===== config.mk =====
export PLATFORM = sky130hd
export DESIGN_NAME = pta_ctrl
export DESIGN_NICKNAME = d
export VERILOG_FILES = /design/src/rtl/pta_pkg.sv /design/src/rtl/pta_ctrl.sv
export SDC_FILE = /design/constraint.sdc
export NUM_CORES = 1
export LEC_CHECK = 0
export BUFFER_PORTS_ARGS = -buffer_cell sky130_fd_sc_hd__buf_2
export CAP_MARGIN = 40
export CORE_AREA = 2 2 39 41
export DETAILED_ROUTE_END_ITERATION = 8
export DIE_AREA = 0 0 41 43
export PLACE_DENSITY = 0.36
export SETUP_SLACK_MARGIN = 0.2
export SLEW_MARGIN = 20
export SYNTH_ARGS = -nofsm -noshare
export SYNTH_HDL_FRONTEND = slang
export SYNTH_SLANG_ARGS = --single-unit
export TNS_END_PERCENT = 50

===== constraint.sdc =====
create_clock -name clock -period 1.3 [get_ports clock]
set_clock_uncertainty 0.05 [all_clocks]
set_input_delay 0.13 -clock clock [delete_from_list [all_inputs] [get_ports clock]]
set_output_delay 0.13 -clock clock [all_outputs]
set_load 0.01 [all_outputs]

===== src/rtl/pta_pkg.sv =====
`default_nettype none
package pta_pkg;

   // field widths of the request, response and csr transactions
   localparam int MODE_W  = 3;
   localparam int START_W = 14;
   localparam int COUNT_W = 15;
   localparam int VALUE_W = 8;
   localparam int INDEX_W = 15;
   localparam int TOTAL_W = 15;

   // request modes
   localparam logic [MODE_W-1:0] MODE_MARK    = 3'd0;
   localparam logic [MODE_W-1:0] MODE_ALLOC   = 3'd1;
   localparam logic [MODE_W-1:0] MODE_FIND    = 3'd2;
   localparam logic [MODE_W-1:0] MODE_CHECK   = 3'd3;
   localparam logic [MODE_W-1:0] MODE_COUNT   = 3'd4;
   localparam logic [MODE_W-1:0] MODE_REFRESH = 3'd5;

   // reset values
   localparam logic [TOTAL_W-1:0] TOTAL_RESET = 15'd16384;
   localparam logic [INDEX_W-1:0] HINT_RESET  = 15'd16384;

   // type value written by allocate
   localparam logic [VALUE_W-1:0] ALLOC_VALUE = 8'd1;

   // commands from controller to datapath
   typedef struct packed {
      logic capture;
      logic setup;
      logic scan;
      logic clear;
      logic rsp_load;
   } cmd_type;

   // status from datapath to controller
   typedef struct packed {
      logic clear_last;
      logic scan_finished;
   } status_type;

endpackage
`default_nettype wire


===== src/rtl/pta_ctrl.sv =====
`default_nettype none
module pta_ctrl (
   input  wire logic                clock,
   input  wire logic                reset,
   input  wire pta_pkg::status_type status,
   output pta_pkg::cmd_type         cmd,
   input  wire logic                req_valid,
   output logic                     req_ready,
   output logic                     rsp_valid,
   input  wire logic                rsp_ready
);

   localparam logic [2:0] ST_CLEAR = 3'd0;
   localparam logic [2:0] ST_IDLE  = 3'd1;
   localparam logic [2:0] ST_SETUP = 3'd2;
   localparam logic [2:0] ST_SCAN  = 3'd3;
   localparam logic [2:0] ST_DONE  = 3'd4;

   logic [2:0] state_ff, state_in;
   logic       rsp_valid_ff, rsp_valid_in;
   logic       slot_free;

   assign slot_free = !rsp_valid_ff || rsp_ready;
   assign req_ready = (state_ff == ST_IDLE);
   assign rsp_valid = rsp_valid_ff;

   // next state and commands
   always_comb begin
      state_in     = state_ff;
      cmd          = '0;
      rsp_valid_in = rsp_valid_ff && !rsp_ready;
      unique case (state_ff)
         ST_CLEAR: begin
            cmd.clear = 1'b1;
            if (status.clear_last) begin
               state_in = ST_IDLE;
            end
         end
         ST_IDLE: begin
            cmd.capture = req_valid;
            if (req_valid) begin
               state_in = ST_SETUP;
            end
         end
         ST_SETUP: begin
            cmd.setup = 1'b1;
            state_in  = ST_SCAN;
         end
         ST_SCAN: begin
            cmd.scan = 1'b1;
            if (status.scan_finished) begin
               state_in = ST_DONE;
            end
         end
         ST_DONE: begin
            if (slot_free) begin
               cmd.rsp_load = 1'b1;
               rsp_valid_in = 1'b1;
               state_in     = ST_IDLE;
            end
         end
         default: begin
            state_in = ST_IDLE;
         end
      endcase
   end

   always_ff @(posedge clock) begin
      if (reset) begin
         state_ff     <= ST_CLEAR;
         rsp_valid_ff <= 1'b0;
      end else begin
         state_ff     <= state_in;
         rsp_valid_ff <= rsp_valid_in;
      end
   end

   // no request taken during the clearing pass
   a_no_req_in_clear: assert property (@(posedge clock) disable iff (reset)
      (state_ff == ST_CLEAR) |-> !req_ready)
      else $error("request ready during clear");

   // a loaded response is presented next cycle
   a_rsp_after_load: assert property (@(posedge clock) disable iff (reset)
      cmd.rsp_load |=> rsp_valid_ff)
      else $error("response not presented after load");

   // a finished scan moves to the response stage
   a_scan_to_done: assert property (@(posedge clock) disable iff (reset)
      (state_ff == ST_SCAN && status.scan_finished) |=> (state_ff == ST_DONE))
      else $error("scan finish lost");

   // a response is never loaded over one not yet taken
   a_no_overwrite: assert property (@(posedge clock) disable iff (reset)
      cmd.rsp_load |-> (!rsp_valid_ff || rsp_ready))
      else $error("response overwritten");

endmodule
`default_nettype wire


# Yosys cells after proc, flatten, opt, wreduce, memory -nomap -nowiden
# Cells that the tools add are included.
[totals] reg_bits=4 in_bits=6
[classes] eq_ne=8 n_mux=13 reduce_logical=6
[ops] cell="$pmux W3 S5" count=1
[ops] cell="$mux W3" count=4
[ops] cell="$mux W1" count=8
[ops] cell="$ne A2 B2 Y1 const B" count=4
[ops] cell="$eq A3 B2 Y1 const B" count=2
[ops] cell="$reduce_and A4 Y1" count=1
[ops] cell="$eq A3 B1 Y1 const B" count=1
[ops] cell="$eq A3 B3 Y1 const B" count=1
[ops] cell="$logic_not A3 Y1" count=1
[ops] cell="$logic_not A1 Y1" count=2
[ops] cell="$logic_and A1 B1 Y1" count=1
[ops] cell="$logic_or A1 B1 Y1" count=1

# Depth between registers and ports, before layout
# Gate-level depths: netlist of the first run.
[logic_depth] ltp_word=4 mapped_depth=4

# Least setup slack after synthesis of the first run
# No wires, ideal clock.
[synth_path] path_kind="register to output" startpoint="reg state_ff[1]" endpoint="out cmd[0] (netlist bit)" t_arrival_ps=1009 slack_ps=111 stages_incl_launch_ff=4 path_buffers=1 cell_sequence="dfxtp_1 -> buf_6 -> or3b_4 -> nor2b_1"
[synth_lines] element="from (decl)" line="pta_ctrl.sv:19" text="logic [2:0] state_ff, state_in;"
[synth_lines] element="from (signal assigned)" line="pta_ctrl.sv:73" text="state_ff <= state_in;"
[synth_lines] element="to (decl)" line="pta_ctrl.sv:6" text="output pta_pkg::cmd_type cmd,"

==> results of run 1 <==
-- per-layer routing --
layer | track usage | part of all wire | vias to the layer above
met1 | 0.0677 | 0.30 | 143
li1 | - | - | 145
met4 | 0.140 | 0.025 | 0
met3 | 0 | 0.059 | 2
met5 | 0 | 0 | -
met2 | 0.181 | 0.62 | 10
-- layout by cell type, fill, tap and decap left out, drive strengths merged --
| cell | n |
|---|---|
| a21o | 1 |
| a21oi | 2 |
| and2b | 1 |
| and3b | 1 |
| buf | 23 |
| clkbuf | 3 |
| dfxtp | 4 |
| nand2 | 2 |
| nand2b | 1 |
| nand3 | 1 |
| nand4b | 1 |
| nor2 | 1 |
| nor2b | 1 |
| nor3 | 3 |
| nor3b | 2 |
| nor4 | 1 |
| o21ai | 1 |
| or3 | 1 |
| or3b | 1 |
-- cells by family (layout without fill, tap and decap cells) --
| kind of cell | count (synthesis) | in the layout |
|---|---|---|
| flops | 4 | 4 |
| simple gates | 17 | 17 |
| compound gates | 4 | 4 |
| buf+inv | 3 | 26 |
-- worst max-delay path, cell delays in order (launching register included) --
cell	delay, ps
dfxtp_2	320
or3b_4	400
nor2b_2	100
buf_2	120
-- power by group through the flow --
stage | Sequential, mW | Clock [mW] | Combinational, mW
2_1_floorplan | 0.133 | 0 | 0.0516
3_3_place_gp | 0.140 | 0 | 0.0720
3_5_place_dp | 0.140 | 0 | 0.0751
4_1_cts | 0.137 | 0.156 | 0.125
5_1_grt | 0.137 | 0.163 | 0.149
6_report | 0.137 | 0.147 | 0.139
-- through the flow --
| stage | TNS (ps) | power, mW | hold WS (ps) | utilization |
|---|---|---|---|---|
| global route | -195 | 0.450 | 58.5 | 0.358 |
| floorplan | 0 | 0.185 | 149 | - |
| global placement | 0 | 0.212 | 293 | 0.231 |
| finish | -97.6 | 0.423 | 60.2 | 0.358 |
| detailed placement | 0 | 0.215 | 297 | 0.231 |
| CTS | -67.3 | 0.418 | 44.3 | 0.333 |
-- state kept, by name (all words and copies together) (netlist names) --
| register | count |
|---|---|
| state_ff | 3 |
| rsp_valid | 1 |
-- area by class of cell --
type,instances,share of cell area
clock buffer,3,0.0455
sequential,4,0.174
timing repair buffer,23,0.338
tap,16,0.0404
multi-input combinational,21,0.402
-- final timing paths --
check,end,depth (start not counted),slack [ps]
max,cmd[0],3,-60
min,rsp_valid,2,60
max reg2reg,state_ff[2],4,80
min reg2reg,rsp_valid,2,480
-- what timing repair did --
action                                 CTS  global route
setup endpoints to repair                8             9
endpoints found under the hold margin    0             0
pin swaps                                7             4
hold buffers                             0             0
gates resized for setup                 19             4
setup buffers                            6             2
==> impl_metrics.toml, run 1 <==
[status]
status = "finished, violations left"
violations = "negative setup slack"

[sta]
hold_viol_final = 0
slew_viol_final = 0
fmax_mhz = 736
slew-limit-headroom = 0.872
tightest_slew_ps = 191
timing.final.ws_setup_ps = -59.6
final-setup-viol-count = 2
rsz0062_at_grt = "true"
fin_crit_ps = 1360
post-route-period-util = 1.05

[layout]
multiInputGateArea_um2 = 199
diodes = 0
final_area_um2 = 495
instances_no_fill = 67
drive_gt1_frac = 0.863
layout.nets = 59
nFillCells = 152
register_area_um2 = 86.3
area_delta_synth_final_pct = 107

[placed_design]
io_buffers = 12
dpl_cell_area_um2 = 320
place_inst = 56
place_worst_setup_slack_ps = 111
gp_congestion = 0.633
dpl.hpwl_um = 486

[global_route]
grt_pass1_wl_um = 1090
grt_pass1_vias = 299
grt_max_degree = 9
antenna_found_initial = 0
grt.total_usage = 0.101
grt_overflow = 0

[die]
die-area_um2 = 1760
fp.dieW_um = 41
row_count = 14
chipHeight_um = 43
coreArea_um2 = 1380
start_util = 0.173
io_pins = 13

[synthesis]
synth_area_leaders = "dfxtp_1, nor3_1, nor3b_1"
synthTopCellsByCount = "dfxtp_1, nor3_1, a21oi_1, nand2_1, nor3b_1"
synthDominantCellAreaShare = 0.335
synth_area_um2 = 239
synth_cell_type_count = 20
synth_nets = 34
yosysWarningCount = 0
synth_xor_area_frac = 0
syn_inst = 28
ys_seq_elements = 4
synth-main-ff-cell = "dfxtp_1"
synth_compound_area_frac = 0.0995
synth_top_family_by_area = "simple AND/OR/NAND/NOR gates"
yosys.area_share.simple = 0.466
synth.most_common_cell = "dfxtp_1"
muxShareOfSynthArea = 0
yosys.area.top_type = "dfxtp_1"
seq_area_frac_synth = 0.335
syn_avg_cell_area_um2 = 8.53
synthArstFlopShare = 0
synthAdderAreaFrac = 0
synth_edf_count = 0

[power_and_ir_drop]
switching_share = 0.261
sequentialPowerShare = 0.325
clockPowerShare = 0.347
ir_drop_uv = 317
p_int_mw = 0.312
power_frac_comb = 0.329
power_switching_mw = 0.111
power_density_nw_per_um2 = 853
leakagePower_nw = 0.235

[setup_path]
critPathMaxFanout = 3
start_kind = "flip-flop"
critical_path_required_ps = 1120
cp-end-kind = "output port"
critPathArrivalTime_ps = 1180
rr_startpoint = "state_ff[0]"
startpoint = "state_ff[0]"
path_class = "reg -> out"

[clocking]
cts_made_buffers = 3
cts_tree = "yes"
cts_max_path_buffers = 2
cts.sinks = 4
path_clk_slew_ps = 30
cts_max_level = 1
clk_latency_ps = 230
clock-root-buffer = "clkbuf_4"

[worst_hold_path]
holdCritStartpoint = "reset"
hold_path.class = "in -> reg"

[routing]
drtIter0Drc = 0
drt-pass1-iter-count = 1
viasPerCell = 4.48
wl_um = 760
num_vias = 300
ant_nets = 0
drc = 0
wl_per_cell_um = 11.3

[flow_run]
drv_cap = 0
Power figures use the tool's default switching activity.
==> run 2: changes to the inputs <==
Settings changed: CORE_AREA 2 2 39 41 to 5 5 42 44, DIE_AREA 0 0 41 43 to 0 0 47 49, MAX_ROUTING_LAYER from default to met4, PLACE_DENSITY 0.36 to 0.37.
Clock period 1.3 ns to 1.24 ns, I/O delays scaled along.
==> run 2 against run 1 <==
Net effect: the flow still finishes with violations (negative setup slack); sequential cell count unchanged; combinational power down 23%; final area is 15% lower; critical endpoint unchanged; largest power group unchanged.
==> impl_metrics.toml, run 2 (same netlist as run 1, synthesis figures left out) <==
[die]
coreArea_um2 = 1400
start_util = 0.171
row_count = 14
io_pins = 13
die-area_um2 = 2300
fp.dieW_um = 47
chipHeight_um = 49

[global_route]
grt.total_usage = 0.0694
antenna_found_initial = 0
grt_overflow = 0
grt_pass1_vias = 288
grt_pass1_wl_um = 1090
grt_max_degree = 9

[sta]
post-route-period-util = 1.10
final-setup-viol-count = 4
fin_crit_ps = 1360
rsz0062_at_grt = "true"
fmax_mhz = 734
slew-limit-headroom = 0.873
hold_slack_ps = 38.4
tightest_slew_ps = 189
hold_viol_final = 0
slew_viol_final = 0
timing.final.ws_setup_ps = -123

[clocking]
clk_latency_ps = 230
cts_made_buffers = 3
cts_max_level = 1
path_clk_slew_ps = 30
cts_max_path_buffers = 2
cts.sinks = 4
clock-root-buffer = "clkbuf_4"
cts_tree = "yes"

[layout]
diodes = 0
mostFrequentLayoutCell = "buf_2"
register_area_um2 = 85.1
area_delta_synth_final_pct = 75.9
final_cell_mix = "buf_2, buf_6, clkbuf_4, buf_4"
largest_reg_flops = 3
nFillCells = 164
layout.nets = 54
top_register = "state_ff"
multiInputGateArea_um2 = 170
drive_gt1_frac = 0.739

[routing]
wl_um = 675
drt-pass1-iter-count = 1
ant_nets = 0
drtIter0Drc = 0
num_vias = 270
wl_per_cell_um = 10.9
viasPerCell = 4.35
drc = 0

[power_and_ir_drop]
ir_drop_uv = 315
power.total_mw = 0.409
leakagePower_nw = 0.199
power_density_nw_per_um2 = 972

[placed_design]
io_buffers = 12
dpl.hpwl_um = 506
gp_congestion = 0.792

[flow_run]
drv_cap = 0

[setup_path]
cp-end-kind = "output port"
critical_path_required_ps = 1070
critPathMaxFanout = 5
critPathArrivalTime_ps = 1190
path_class = "reg -> out"
start_kind = "flip-flop"

[status]
status = "finished, violations left"
violations = "negative setup slack"

[worst_hold_path]
hold_path.class = "in -> reg"
run 2: changes by cell type in the layout (fill, tap and decap cells not counted), sizes merged:
cell and delta:
buf -5
run 2: final cells by class:
type,instances,share of cell area
Clock buffer,3,0.0536
Multi-Input combinational cell,21,0.405
Sequential cell,4,0.202
Tap cell,16,0.0476
Timing Repair Buffer,18,0.292
run 2: metrics by stage:
stage	utilization	instances	TNS (ps)	setup WS, ps	area, um^2
after floorplan	-	28	0	88.3	241
after global placement	0.229	56	0	99.3	320
after detailed placement	0.229	56	0	88.9	320
after CTS	0.288	61	-280	-136	403
after global routing	0.300	62	-494	-164	420
final	0.300	62	-249	-123	420
run 2: per-layer routing:
layer	GRT usage	part of all wire
met1	0.0661	0.38
met2	0.106	0.55
met3	0.0148	0.071
met4	0.0691	0
met5	-	0
run 2: path summary, 6_finish.rpt:
path	endpoint	cells past startpoint	startpoint	slack, ps
setup / recovery	cmd[0]	3	state_ff[1]	-120
hold / removal	state_ff[1]	2	reset	40
setup reg to reg	state_ff[2]	4	state_ff[1]	30
hold reg to reg	rsp_valid	2	rsp_valid	480
run 2: power by group:
| part | internal, mW | leakage (nW) | switching (mW) |
|---|---|---|---|
| registers | 0.138 | 0.0336 | 0.00906 |
| logic | 0.0617 | 0.151 | 0.0454 |
| clock network | 0.108 | 0.0138 | 0.0472 |
run 2: worst max-delay path, cell delays in order (launching register included):
cell     delay, ps
dfxtp_2        330
or3b_4         400
nor2b_2        100
buf_2          120
run 2: repair_timing:
action | CTS | global route
setup buffers | 2 | 1
hold buffers | 0 | 0
pin swaps | 2 | 2
resized for setup | 11 | 3
endpoints found under the hold margin | 0 | 0
endpoints found under the setup margin | 8 | 9
cloned | 0 | 0
